[src/rtl/electronic_fuse_trip_assert.svh]
// Assertion macros for the electronic fuse trip block
`ifndef ELECTRONIC_FUSE_TRIP_ASSERT_SVH
`define ELECTRONIC_FUSE_TRIP_ASSERT_SVH
`ifndef NO_ASSERTIONS
`define EFT_ASSERT(lbl, prop, msg) \
	lbl: assert property (@(posedge clk) disable iff (!arst_n) prop) else $error(msg);
`define EFT_ASSERT_RST(lbl, prop, msg) \
	lbl: assert property (@(posedge clk) prop) else $error(msg);
`else
`define EFT_ASSERT(lbl, prop, msg)
`define EFT_ASSERT_RST(lbl, prop, msg)
`endif
`endif

[src/rtl/efuse_pkg.sv]
// Types and constants shared by the electronic fuse trip modules
package efuse_pkg;

	localparam int unsigned RAW_W     = 12;
	localparam int unsigned MA_W      = 16;
	localparam int unsigned ZSUM_W    = 15;
	localparam int unsigned CAL_W     = 3;
	localparam int unsigned CFG_IDX_W = 2;

	localparam logic [CAL_W-1:0] CAL_SAMPLES    = 3'd5;
	localparam logic [MA_W-1:0]  MIN_CURRENT_MA = 16'd100;
	localparam logic [11:0]      MA_SCALE       = 12'd2500;

	localparam logic [MA_W-1:0] INSTANT_RESET = 16'd4000;
	localparam logic [MA_W-1:0] TIMED_RESET   = 16'd2000;
	localparam logic [MA_W-1:0] DELAY_RESET   = 16'd25;

	typedef enum logic [1:0] {
		CMD_SAMPLE  = 2'd0,
		CMD_ENABLE  = 2'd1,
		CMD_DISABLE = 2'd2
	} cmd_t;

	typedef enum logic [CFG_IDX_W-1:0] {
		REG_INSTANT = 2'd0,
		REG_TIMED   = 2'd1,
		REG_DELAY   = 2'd2
	} reg_idx_t;

	typedef struct packed {
		logic [1:0]       cmd;
		logic [RAW_W-1:0] adc_raw;
	} in_t;

	typedef struct packed {
		logic [MA_W-1:0] current_ma;
		logic [MA_W-1:0] peak_ma;
		logic            switch_on;
		logic            armed;
		logic            trip_event;
		logic            calibrated;
	} out_t;

	typedef struct packed {
		logic [MA_W-1:0] instant_limit_ma;
		logic [MA_W-1:0] timed_limit_ma;
		logic [MA_W-1:0] trip_delay;
	} limits_t;

endpackage

[src/rtl/efuse_conv.sv]
// Raw ADC sample to milliamps against the learned zero offset
module efuse_conv import efuse_pkg::*; (
	input  logic [ZSUM_W-1:0] zero_sum,
	input  logic [RAW_W-1:0]  adc_raw,
	output logic [MA_W-1:0]   current_ma
);

	logic [ZSUM_W-1:0] raw_x5;
	logic [ZSUM_W+1:0] diff;
	logic              positive;
	logic [26:0]       prod;
	logic [16:0]       ma;

	always_comb begin
		raw_x5   = {1'b0, adc_raw, 2'b00} + {3'b000, adc_raw};
		diff     = {2'b00, zero_sum} - {2'b00, raw_x5};
		positive = !diff[ZSUM_W+1] && (diff != '0);
		prod     = {12'd0, diff[ZSUM_W-1:0]} * {15'd0, MA_SCALE};
		ma       = prod[26:10];
		if (!positive) begin
			current_ma = '0;
		end else if (ma[16]) begin
			current_ma = '1;
		end else if (ma[MA_W-1:0] < MIN_CURRENT_MA) begin
			current_ma = '0;
		end else begin
			current_ma = ma[MA_W-1:0];
		end
	end

endmodule

[src/rtl/efuse_ctrl.sv]
// Calibration, peak tracking, trip logic and switch state
module efuse_ctrl import efuse_pkg::*; (
	input  logic    clk,
	input  logic    arst_n,
	input  logic    step,
	input  in_t     item,
	input  limits_t limits,
	output out_t    res
);

	logic [ZSUM_W-1:0] zero_sum_q, zero_sum_d;
	logic [CAL_W-1:0]  calib_left_q, calib_left_d;
	logic [MA_W-1:0]   peak_q, peak_d;
	logic [MA_W-1:0]   delay_q, delay_d;
	logic              armed_q, armed_d;
	logic              switch_q, switch_d;
	logic [MA_W-1:0]   conv_ma;
	logic [MA_W-1:0]   cur;
	logic              trip;

	efuse_conv u_conv (
		.zero_sum   (zero_sum_d),
		.adc_raw    (item.adc_raw),
		.current_ma (conv_ma)
	);

	always_ff @(posedge clk or negedge arst_n) begin
		if (!arst_n) begin
			zero_sum_q   <= '0;
			calib_left_q <= CAL_SAMPLES;
			peak_q       <= '0;
			delay_q      <= '0;
			armed_q      <= 1'b1;
			switch_q     <= 1'b0;
		end else if (step) begin
			zero_sum_q   <= zero_sum_d;
			calib_left_q <= calib_left_d;
			peak_q       <= peak_d;
			delay_q      <= delay_d;
			armed_q      <= armed_d;
			switch_q     <= switch_d;
		end
	end

	always_comb begin
		zero_sum_d   = zero_sum_q;
		calib_left_d = calib_left_q;
		peak_d       = peak_q;
		delay_d      = delay_q;
		armed_d      = armed_q;
		switch_d     = switch_q;
		cur          = '0;
		trip         = 1'b0;
		if (item.cmd == CMD_SAMPLE && calib_left_q != '0) begin
			zero_sum_d   = zero_sum_q + {3'b000, item.adc_raw};
			calib_left_d = calib_left_q - 1'b1;
		end
		case (item.cmd)
			CMD_SAMPLE: begin
				if (calib_left_d == '0)
					cur = conv_ma;
				if (cur > peak_q)
					peak_d = cur;
				if (armed_q) begin
					if (cur >= limits.instant_limit_ma) begin
						trip = 1'b1;
					end else if (cur >= limits.timed_limit_ma) begin
						if (delay_q != '0)
							delay_d = delay_q - 1'b1;
						if (delay_d == '0)
							trip = 1'b1;
					end else begin
						delay_d = limits.trip_delay;
					end
				end
				if (trip)
					switch_d = 1'b0;
			end
			CMD_ENABLE: begin
				armed_d  = 1'b1;
				peak_d   = '0;
				delay_d  = limits.trip_delay;
				switch_d = 1'b1;
			end
			CMD_DISABLE: begin
				armed_d  = 1'b0;
				switch_d = 1'b1;
			end
			default: ;
		endcase
		res.current_ma = cur;
		res.peak_ma    = peak_d;
		res.switch_on  = switch_d;
		res.armed      = armed_d;
		res.trip_event = trip;
		res.calibrated = (calib_left_d == '0);
	end

endmodule

[src/rtl/electronic_fuse_trip.sv]
// Electronic fuse trip: top level with input, config and result registers
//
// Input channel in_valid/in_ready/in_data carries a command and a raw 12-bit
// current sample. Every transfer yields exactly one result on
// out_valid/out_ready/out_data: current in mA, peak, switch, armed, trip and
// calibrated flags. The first five samples learn the zero offset.
// Result valid rises once the item has moved from the input register into
// the result register; one item is taken every cycle while out_ready stays
// high. The state update and conversion for an item are combinational
// between the input register and the result register.
// A stalled receiver holds the result register; one more item can sit in
// the input register, after which in_ready drops until the result moves.
// Limits are written on cfg_valid/cfg_ready/cfg_index/cfg_data (always
// ready, index 0 instant limit, 1 timed limit, 2 trip delay, 3 ignored).
// The user must write limits only while no item is in flight (unguarded).
// Reset (arst_n low) empties both registers, loads the default limits,
// restarts calibration, arms protection and turns the switch off.
`include "electronic_fuse_trip_assert.svh"
module electronic_fuse_trip import efuse_pkg::*; (
	input  logic                 clk,
	input  logic                 arst_n,
	input  logic                 in_valid,
	output logic                 in_ready,
	input  in_t                  in_data,
	output logic                 out_valid,
	input  logic                 out_ready,
	output out_t                 out_data,
	input  logic                 cfg_valid,
	output logic                 cfg_ready,
	input  logic [CFG_IDX_W-1:0] cfg_index,
	input  logic [MA_W-1:0]      cfg_data
);

	logic    valid_s1;
	in_t     item_s1;
	logic    out_valid_q;
	out_t    out_q;
	limits_t limits_q;
	logic    advance;
	out_t    res;

	assign advance   = valid_s1 && (!out_valid_q || out_ready);
	assign in_ready  = !valid_s1 || advance;
	assign out_valid = out_valid_q;
	assign out_data  = out_q;
	assign cfg_ready = 1'b1;

	always_ff @(posedge clk or negedge arst_n) begin
		if (!arst_n) begin
			limits_q.instant_limit_ma <= INSTANT_RESET;
			limits_q.timed_limit_ma   <= TIMED_RESET;
			limits_q.trip_delay       <= DELAY_RESET;
		end else if (cfg_valid) begin
			unique case (cfg_index)
				REG_INSTANT: limits_q.instant_limit_ma <= cfg_data;
				REG_TIMED:   limits_q.timed_limit_ma   <= cfg_data;
				REG_DELAY:   limits_q.trip_delay       <= cfg_data;
				default: ;
			endcase
		end
	end

	always_ff @(posedge clk or negedge arst_n) begin
		if (!arst_n) begin
			valid_s1 <= 1'b0;
		end else if (in_valid && in_ready) begin
			valid_s1 <= 1'b1;
		end else if (advance) begin
			valid_s1 <= 1'b0;
		end
	end

	always_ff @(posedge clk) begin
		if (in_valid && in_ready)
			item_s1 <= in_data;
	end

	always_ff @(posedge clk or negedge arst_n) begin
		if (!arst_n) begin
			out_valid_q <= 1'b0;
		end else if (advance) begin
			out_valid_q <= 1'b1;
		end else if (out_ready) begin
			out_valid_q <= 1'b0;
		end
	end

	always_ff @(posedge clk) begin
		if (advance)
			out_q <= res;
	end

	efuse_ctrl u_ctrl (
		.clk    (clk),
		.arst_n (arst_n),
		.step   (advance),
		.item   (item_s1),
		.limits (limits_q),
		.res    (res)
	);

	`EFT_ASSERT(a_trip_opens, out_valid_q && out_q.trip_event |-> !out_q.switch_on, "trip left switch on")
	`EFT_ASSERT(a_trip_armed, out_valid_q && out_q.trip_event |-> out_q.armed, "trip while disarmed")
	`EFT_ASSERT(a_cur_valid, out_valid_q && out_q.current_ma != '0 |-> out_q.calibrated && out_q.current_ma >= MIN_CURRENT_MA, "bad current")
	`EFT_ASSERT(a_peak_ge, out_valid_q |-> out_q.peak_ma >= out_q.current_ma, "peak below current")
	`EFT_ASSERT(a_ready_free, !out_valid_q |-> in_ready, "input blocked with empty output")
	`EFT_ASSERT_RST(a_rst_empty, !arst_n |=> !out_valid_q || arst_n, "output valid out of reset")

endmodule

[config.mk]
export PLATFORM = sky130hd
export DESIGN_NAME = electronic_fuse_trip
export DESIGN_NICKNAME = d
export VERILOG_FILES = /design/src/rtl/efuse_pkg.sv /design/src/rtl/efuse_conv.sv /design/src/rtl/efuse_ctrl.sv /design/src/rtl/electronic_fuse_trip.sv
export VERILOG_INCLUDE_DIRS = /design/src /design/src/rtl
export SDC_FILE = /design/constraint.sdc
export NUM_CORES = 1
export LEC_CHECK = 0
export ABC_AREA = 1
export BUFFER_PORTS_ARGS = -buffer_cell sky130_fd_sc_hd__buf_2
export CORE_ASPECT_RATIO = 1.75
export CORE_UTILIZATION = 40
export CTS_CLUSTER_SIZE = 12
export DETAILED_ROUTE_END_ITERATION = 8
export GPL_TIMING_DRIVEN = 1
export PLACE_DENSITY = 0.59
export SETUP_SLACK_MARGIN = 0.2
export SLEW_MARGIN = 40
export SYNTH_ARGS = -nofsm -noshare
export SYNTH_HDL_FRONTEND = slang
export SYNTH_SLANG_ARGS = --single-unit
[constraint.sdc]
create_clock -name clk -period 12.91 [get_ports clk]
set_input_delay 1.9365 -clock clk [delete_from_list [all_inputs] [get_ports clk]]
set_output_delay 1.9365 -clock clk [all_outputs]
set_load 0.005 [all_outputs]
==> flow_metrics.py, run 1 <==
metrics = {
    "placement": {
        "dp_hpwl_um": 26100,
        "place_area_sq_mm": 0.0131,
        "numPortBuffers": 74,
        "gp_congestion": 0.898,
    },
    "yosys": {
        "synth_top_area_share_pct": 17.0,
        "synth_warnings": 0,
        "avgSynthCellArea_sq_um": 8.09,
        "synth_common_cells": "347 x nand2_1, 299 x inv_1, 154 x ha_1",
        "yosysSeqAreaShare_pct": 32.9,
        "syn-num-nets": 1757,
        "synth_top_flop_cell": "dfrtp_1",
        "syn_inst": 1530,
        "yosys-top-cells-area": "dfrtp_1 17%, ha_1 16%, edfxtp_1 12%",
        "yosysMostFrequentCell": "nand2_1",
        "ys_async_sr_fraction_pct": 67.1,
        "synth_cell_type_count": 52,
        "synth-seq-cells": 152,
        "yosysTopAreaCell": "dfrtp_1",
        "synth_edf_count": 50,
        "syn-cell-area_sq_mm": 0.0124,
    },
    "worst_setup_path": {
        "critPathMaxStageDelay_ps": 560,
        "path_buf_inv": 5,
        "cp_data_required_time_ps": 13070,
        "cp.arrival_ps": 11500,
        "r2r_slack_ps": 1570,
        "crit_family": "adder cells",
        "end_kind": "flip-flop",
        "r2r_cells": 49,
        "cp-start-kind": "flip-flop",
        "crit_top_cell": "ha_1",
        "crit_fanout": 17,
        "slowest_stage": "nor4_1",
        "worst-setup-path-type": "reg -> reg",
        "cp.depth": 49,
    },
    "sta": {
        "slew_headroom_pct": 52.5,
        "max_slew.worst_pin.slew_ps": 706,
        "grt_setup_unrepaired": "no",
        "min_period_over_period_pct": 87.8,
        "finalCriticalPeriod_ps": 11340,
        "fin_skew_ps": 6.91,
        "fmax_mhz": 88.2,
        "fin_setup_tns_ps": 0,
        "maxSlewViolCount": 0,
        "hold_viol": 0,
        "finalSetupViolations": 0,
    },
    "global_routing": {
        "antenna_found_initial": 0,
        "grt_pass1_wl_um": 52300,
        "grt-ovfl-total": 0,
        "grt_max_degree": 64,
        "grt_pass1_vias": 10573,
        "grt_use_total_pct": 21.4,
    },
    "cts": {
        "cts.path.max_buffers": 2,
        "cts_tree": "built",
        "cts_sinks": 152,
        "cts-resized-gates": 0,
        "cts-root-buf": "clkbuf_16",
        "clk_pin_slew_worst_paths_ps": 70,
        "htree_levels": 4,
        "post-cts-setup-buffers": 0,
        "clk_latency_ps": 450,
        "numCtsBuffers": 17,
        "ctsHoldBuffers": 0,
    },
    "detailed_routing": {
        "dr_wl_met3_um": 780,
        "dr_wl_met2_um": 18400,
        "wl_per_cell_um": 16.0,
        "wl_met1_um": 11100,
        "drtAntennaViolNets": 0,
        "wl_um": 32000,
        "route.detailed.drc": 0,
        "routed_via_density": 5.08,
        "first_pass_iters": 5,
        "vias": 10133,
        "highest_layer": "met4",
        "drt_iter0_drc": 349,
    },
    "floorplanning": {
        "ios": 76,
        "core_area_sq_mm": 0.0303,
        "initial_core_util_pct": 40.9,
        "die_width_um": 135,
        "rows": 84,
        "die_h_um": 235,
        "dieArea_sq_mm": 0.0317,
    },
    "final_layout": {
        "n_antenna_cell": 0,
        "drive_above_1_share_pct": 10.9,
        "final_nets": 1823,
        "syn2layout_area_growth_pct": 10.8,
        "final_core_util_pct": 45.3,
        "fin_area_sq_mm": 0.0137,
        "fillerInstances": 3052,
    },
    "worst_hold_path": {
        "hold_path.class": "reg -> reg",
        "whs_path_depth": 2,
    },
    "run_status": {
        "status": "complete, no violations",
    },
    "job": {
        "maxCapViolations": 0,
    },
}
[worst paths after layout]
| kind | from | end |
|---|---|---|
| worst min register to register | u_ctrl.peak_q[11] | u_ctrl.peak_q[11] |
| min in group asynchronous | arst_n | limits_q[17] |
| worst min-delay path | u_ctrl.peak_q[11] | u_ctrl.peak_q[11] |
| worst max register to register | item_s1[1] | out_data[4] |
| worst max-delay path | item_s1[1] | out_data[4] |
| max in group asynchronous | arst_n | u_ctrl.calib_left_q[1] |
[worst register-to-register path, delay by kind of cell, from the launching register on]
kind / cells / cell delay (ps)
AND/OR/NAND/NOR: 16 / 2650
adder cells (fa/ha/maj): 10 / 3630
AO/OA/AOI/OAI: 15 / 2760
XOR/XNOR: 3 / 990
buffers and inverters: 5 / 550
flip-flops: 1 / 480
[sequential cells by signal (all words and copies together), names as in the netlist, 3 cells and up]
| name | cells |
|---|---|
| u_ctrl.zero_sum_q | 15 |
| item_s1 | 14 |
| u_ctrl.calib_left_q | 3 |
| out_data | 36 |
| u_ctrl.peak_q | 16 |
| u_ctrl.delay_q | 16 |
| limits_q | 48 |
[stage by stage]
step                      setup WS, ps  hold slack, ps  std cells
after global placement            1600             462       1964
after CTS                         1530             485       1996
after global routing               597             508       1996
final                             1570             478       1996
after detailed placement          1570             467       1964
after floorplan                   3680             449       1530
[cells by family after synthesis]
| group | after synthesis | synth area share [%] |
|---|---|---|
| other cells | 1 | 0.0303 |
| flops | 152 | 32.9 |
| compound gates | 275 | 13.7 |
| buf+inv | 337 | 10.6 |
| xor+xnor | 43 | 3.23 |
| mux | 1 | 0.0809 |
| simple gates | 531 | 18.0 |
| fa+ha+maj | 190 | 21.4 |
[routing by layer]
metal  vias up  GRT usage, %
li1       5066             -
met5         -             0
met3        86          3.13
met2       177          43.0
met4         0          12.5
met1      4804          19.6
[cell usage in the layout, fill, tap and decap left out, types with 3 or more instances in the layout]
master / n
nand2_1: 347
inv_1: 299
ha_1: 154
o21ai_0: 118
dfrtp_1: 84
nor2_1: 78
buf_2: 73
a21oi_1: 72
edfxtp_1: 50
nand3_1: 48
fa_1: 36
xor2_1: 29
o21ai_1: 18
dfstp_2: 18
clkbuf_16: 17
nor3_1: 16
nand4_1: 15
o22ai_1: 15
xnor2_1: 11
a22oi_4: 10
nand2_2: 8
a21o_1: 8
o21bai_1: 7
nand3_2: 6
buf_4: 6
a211oi_1: 5
inv_2: 4
o21a_1: 4
inv_4: 4
a22oi_1: 4
inv_6: 4
o21ai_2: 3
xor2_2: 3
nor4_1: 3
clkinv_4: 3
[layout make-up]
class | count | area (sq um) | share of cell area, %
Multi-Input combinational cell | 1041 | 7000 | 51.0
Inverter | 304 | 1140 | 8.34
Timing Repair Buffer | 80 | 422 | 3.07
Clock buffer | 17 | 425 | 3.10
Clock inverter | 15 | 164 | 1.20
Tap cell | 387 | 484 | 3.53
Sequential cell | 152 | 4080 | 29.7
Power of run 1 is not shown: default switching activity piles up to over one toggle a cycle in this logic, so the estimate is an artifact.
==> inputs of run 2 (changes only) <==
--- a/config.mk
+++ b/config.mk
@@ -13,6 +13,7 @@
 export CTS_CLUSTER_SIZE = 12
 export DETAILED_ROUTE_END_ITERATION = 8
 export GPL_TIMING_DRIVEN = 1
+export MAX_ROUTING_LAYER = met4
 export PLACE_DENSITY = 0.59
 export SETUP_SLACK_MARGIN = 0.2
 export SLEW_MARGIN = 40
==> run 2 against run 1 <==
  * Via count decreased by 0.48%
  * Highest routed layer unchanged
  * Register-to-register slack lost 190 ps
  * Final cell count is the same
  * Global-route usage grew 0.75 points
  * Core utilization about the same
  * Die area did not move
  * Non-clock buffer count stayed put
  * Sequential cell count unchanged
  * Final area is 0.10% lower
  * Critical endpoint is now u_ctrl.delay_q[8]
  * Sequential share of layout area is essentially flat
  * Worst setup slack got worse by 190 ps
  * First-iteration DRC count rose by 21%
==> flow_metrics.py, run 2 (same netlist as run 1, synthesis figures left out) <==
metrics = {
    "run_status": {
        "status": "complete, no violations",
    },
    "cts": {
        "numCtsBuffers": 17,
        "ctsHoldBuffers": 0,
        "htree_levels": 4,
        "cts_sinks": 152,
        "clk_latency_ps": 450,
        "cts.path.max_buffers": 2,
        "cts-root-buf": "clkbuf_16",
        "clk_pin_slew_worst_paths_ps": 70,
        "post-cts-setup-buffers": 0,
        "cts-resized-gates": 0,
        "cts_tree": "built",
    },
    "final_layout": {
        "largest_reg_flops": 48,
        "drive_above_1_share_pct": 10.9,
        "syn2layout_area_growth_pct": 10.7,
        "final_nets": 1823,
        "regMostFlops": "limits_q",
        "final_cell_mix": "347 x nand2_1, 299 x inv_1, 154 x ha_1, 118 x o21ai_0, 84 x dfrtp_1",
        "n_antenna_cell": 0,
        "final_common_cell": "nand2_1",
    },
    "global_routing": {
        "grt_pass1_wl_um": 52700,
        "antenna_found_initial": 0,
        "grt_use_total_pct": 22.2,
        "grt_pass1_vias": 10607,
        "grt-ovfl-total": 0,
        "grt_max_degree": 72,
    },
    "floorplanning": {
        "initial_core_util_pct": 40.9,
        "die_h_um": 235,
        "core_area_sq_mm": 0.0303,
        "die_width_um": 135,
        "ios": 76,
        "rows": 84,
        "dieArea_sq_mm": 0.0317,
    },
    "detailed_routing": {
        "wl_per_cell_um": 16.2,
        "first_pass_iters": 5,
        "drtAntennaViolNets": 0,
        "routed_via_density": 5.05,
        "route.detailed.drc": 0,
        "drt_iter0_drc": 424,
        "vias": 10084,
        "wl_um": 32300,
    },
    "worst_setup_path": {
        "cp-start-kind": "flip-flop",
        "crit_top_cell": "nand2_1",
        "crit_fanout": 15,
        "worst-setup-path-type": "reg -> reg",
        "critPathMaxStageDelay_ps": 530,
        "cp_data_required_time_ps": 13240,
        "end_kind": "flip-flop",
        "cp.arrival_ps": 11860,
        "slowest_stage": "fa_1",
    },
    "job": {
        "maxCapViolations": 0,
    },
    "sta": {
        "grt_setup_unrepaired": "no",
        "finalCriticalPeriod_ps": 11530,
        "hold_viol": 0,
        "fin_setup_tns_ps": 0,
        "finalSetupViolations": 0,
        "slew_headroom_pct": 49.2,
        "max_slew.worst_pin.slew_ps": 760,
        "fin_skew_ps": 13.2,
        "maxSlewViolCount": 0,
        "min_period_over_period_pct": 89.3,
        "fmax_mhz": 86.7,
    },
    "placement": {
        "numPortBuffers": 74,
        "dp_hpwl_um": 26300,
        "gp_congestion": 0.934,
    },
    "worst_hold_path": {
        "hold_path.class": "reg -> reg",
    },
}
[run 2: cell count changes in the layout (fill, tap and decap cells not counted), sizes merged]
cell,before,now
inv,312,314
clkbuf,17,18
clkinv,4,2
bufinv,2,0
clkinvlp,1,2
[run 2: worst max-delay path, delay by kind of cell (launching register included)]
kind | cells | cell delay (ps)
buffers and inverters | 6 | 700
adder cells (fa/ha/maj) | 10 | 3610
XOR/XNOR | 4 | 1040
AO/OA/AOI/OAI | 16 | 2860
flip-flops | 1 | 490
AND/OR/NAND/NOR | 22 | 2700
[run 2: final cells by class]
| type | instances | area, sq um |
|---|---|---|
| Tap cell | 387 | 484 |
| Clock inverter | 14 | 125 |
| Inverter | 304 | 1140 |
| Fill cell | 3052 | 16600 |
| Sequential cell | 152 | 4080 |
| Timing Repair Buffer | 80 | 422 |
| Multi-Input combinational cell | 1041 | 7000 |
| Clock buffer | 18 | 450 |
[run 2: worst paths after layout]
kind | from | end | slack (ps) | cells after the start
worst max-delay path | item_s1[1] | u_ctrl.delay_q[8] | 1380 | 58
worst min-delay path | u_ctrl.peak_q[13] | u_ctrl.peak_q[13] | 480 | 2
worst max register to register | item_s1[1] | u_ctrl.delay_q[8] | 1380 | 58
worst min register to register | u_ctrl.peak_q[13] | u_ctrl.peak_q[13] | 480 | 2
max in group asynchronous | arst_n | u_ctrl.zero_sum_q[12] | 10380 | 2
min in group asynchronous | arst_n | u_ctrl.peak_q[2] | 1470 | 1
[run 2: layer usage]
metal  global-route usage, %  vias to the layer above  share of wire, %
li1                        -                     5058                 -
met5                       -                        -                 0
met3                    3.02                       91               2.4
met4                    13.5                        0               5.9
met1                    19.9                     4746                35
met2                    42.7                      189                57
[run 2: per-stage QoR]
step | cells | utilization [%] | cell area (sq um) | hold WS (ps) | setup slack, ps
after CTS | 1996 | 45.3 | 13700 | 484 | 1390
final | 1996 | 45.3 | 13700 | 481 | 1380
after global placement | 1964 | 43.3 | 13100 | 463 | 1530
after floorplan | 1530 | - | 12400 | 449 | 3680
after detailed placement | 1964 | 43.4 | 13100 | 465 | 1440
after global routing | 1996 | 45.3 | 13700 | 505 | 244
Power of run 2 is left out for the same reason.
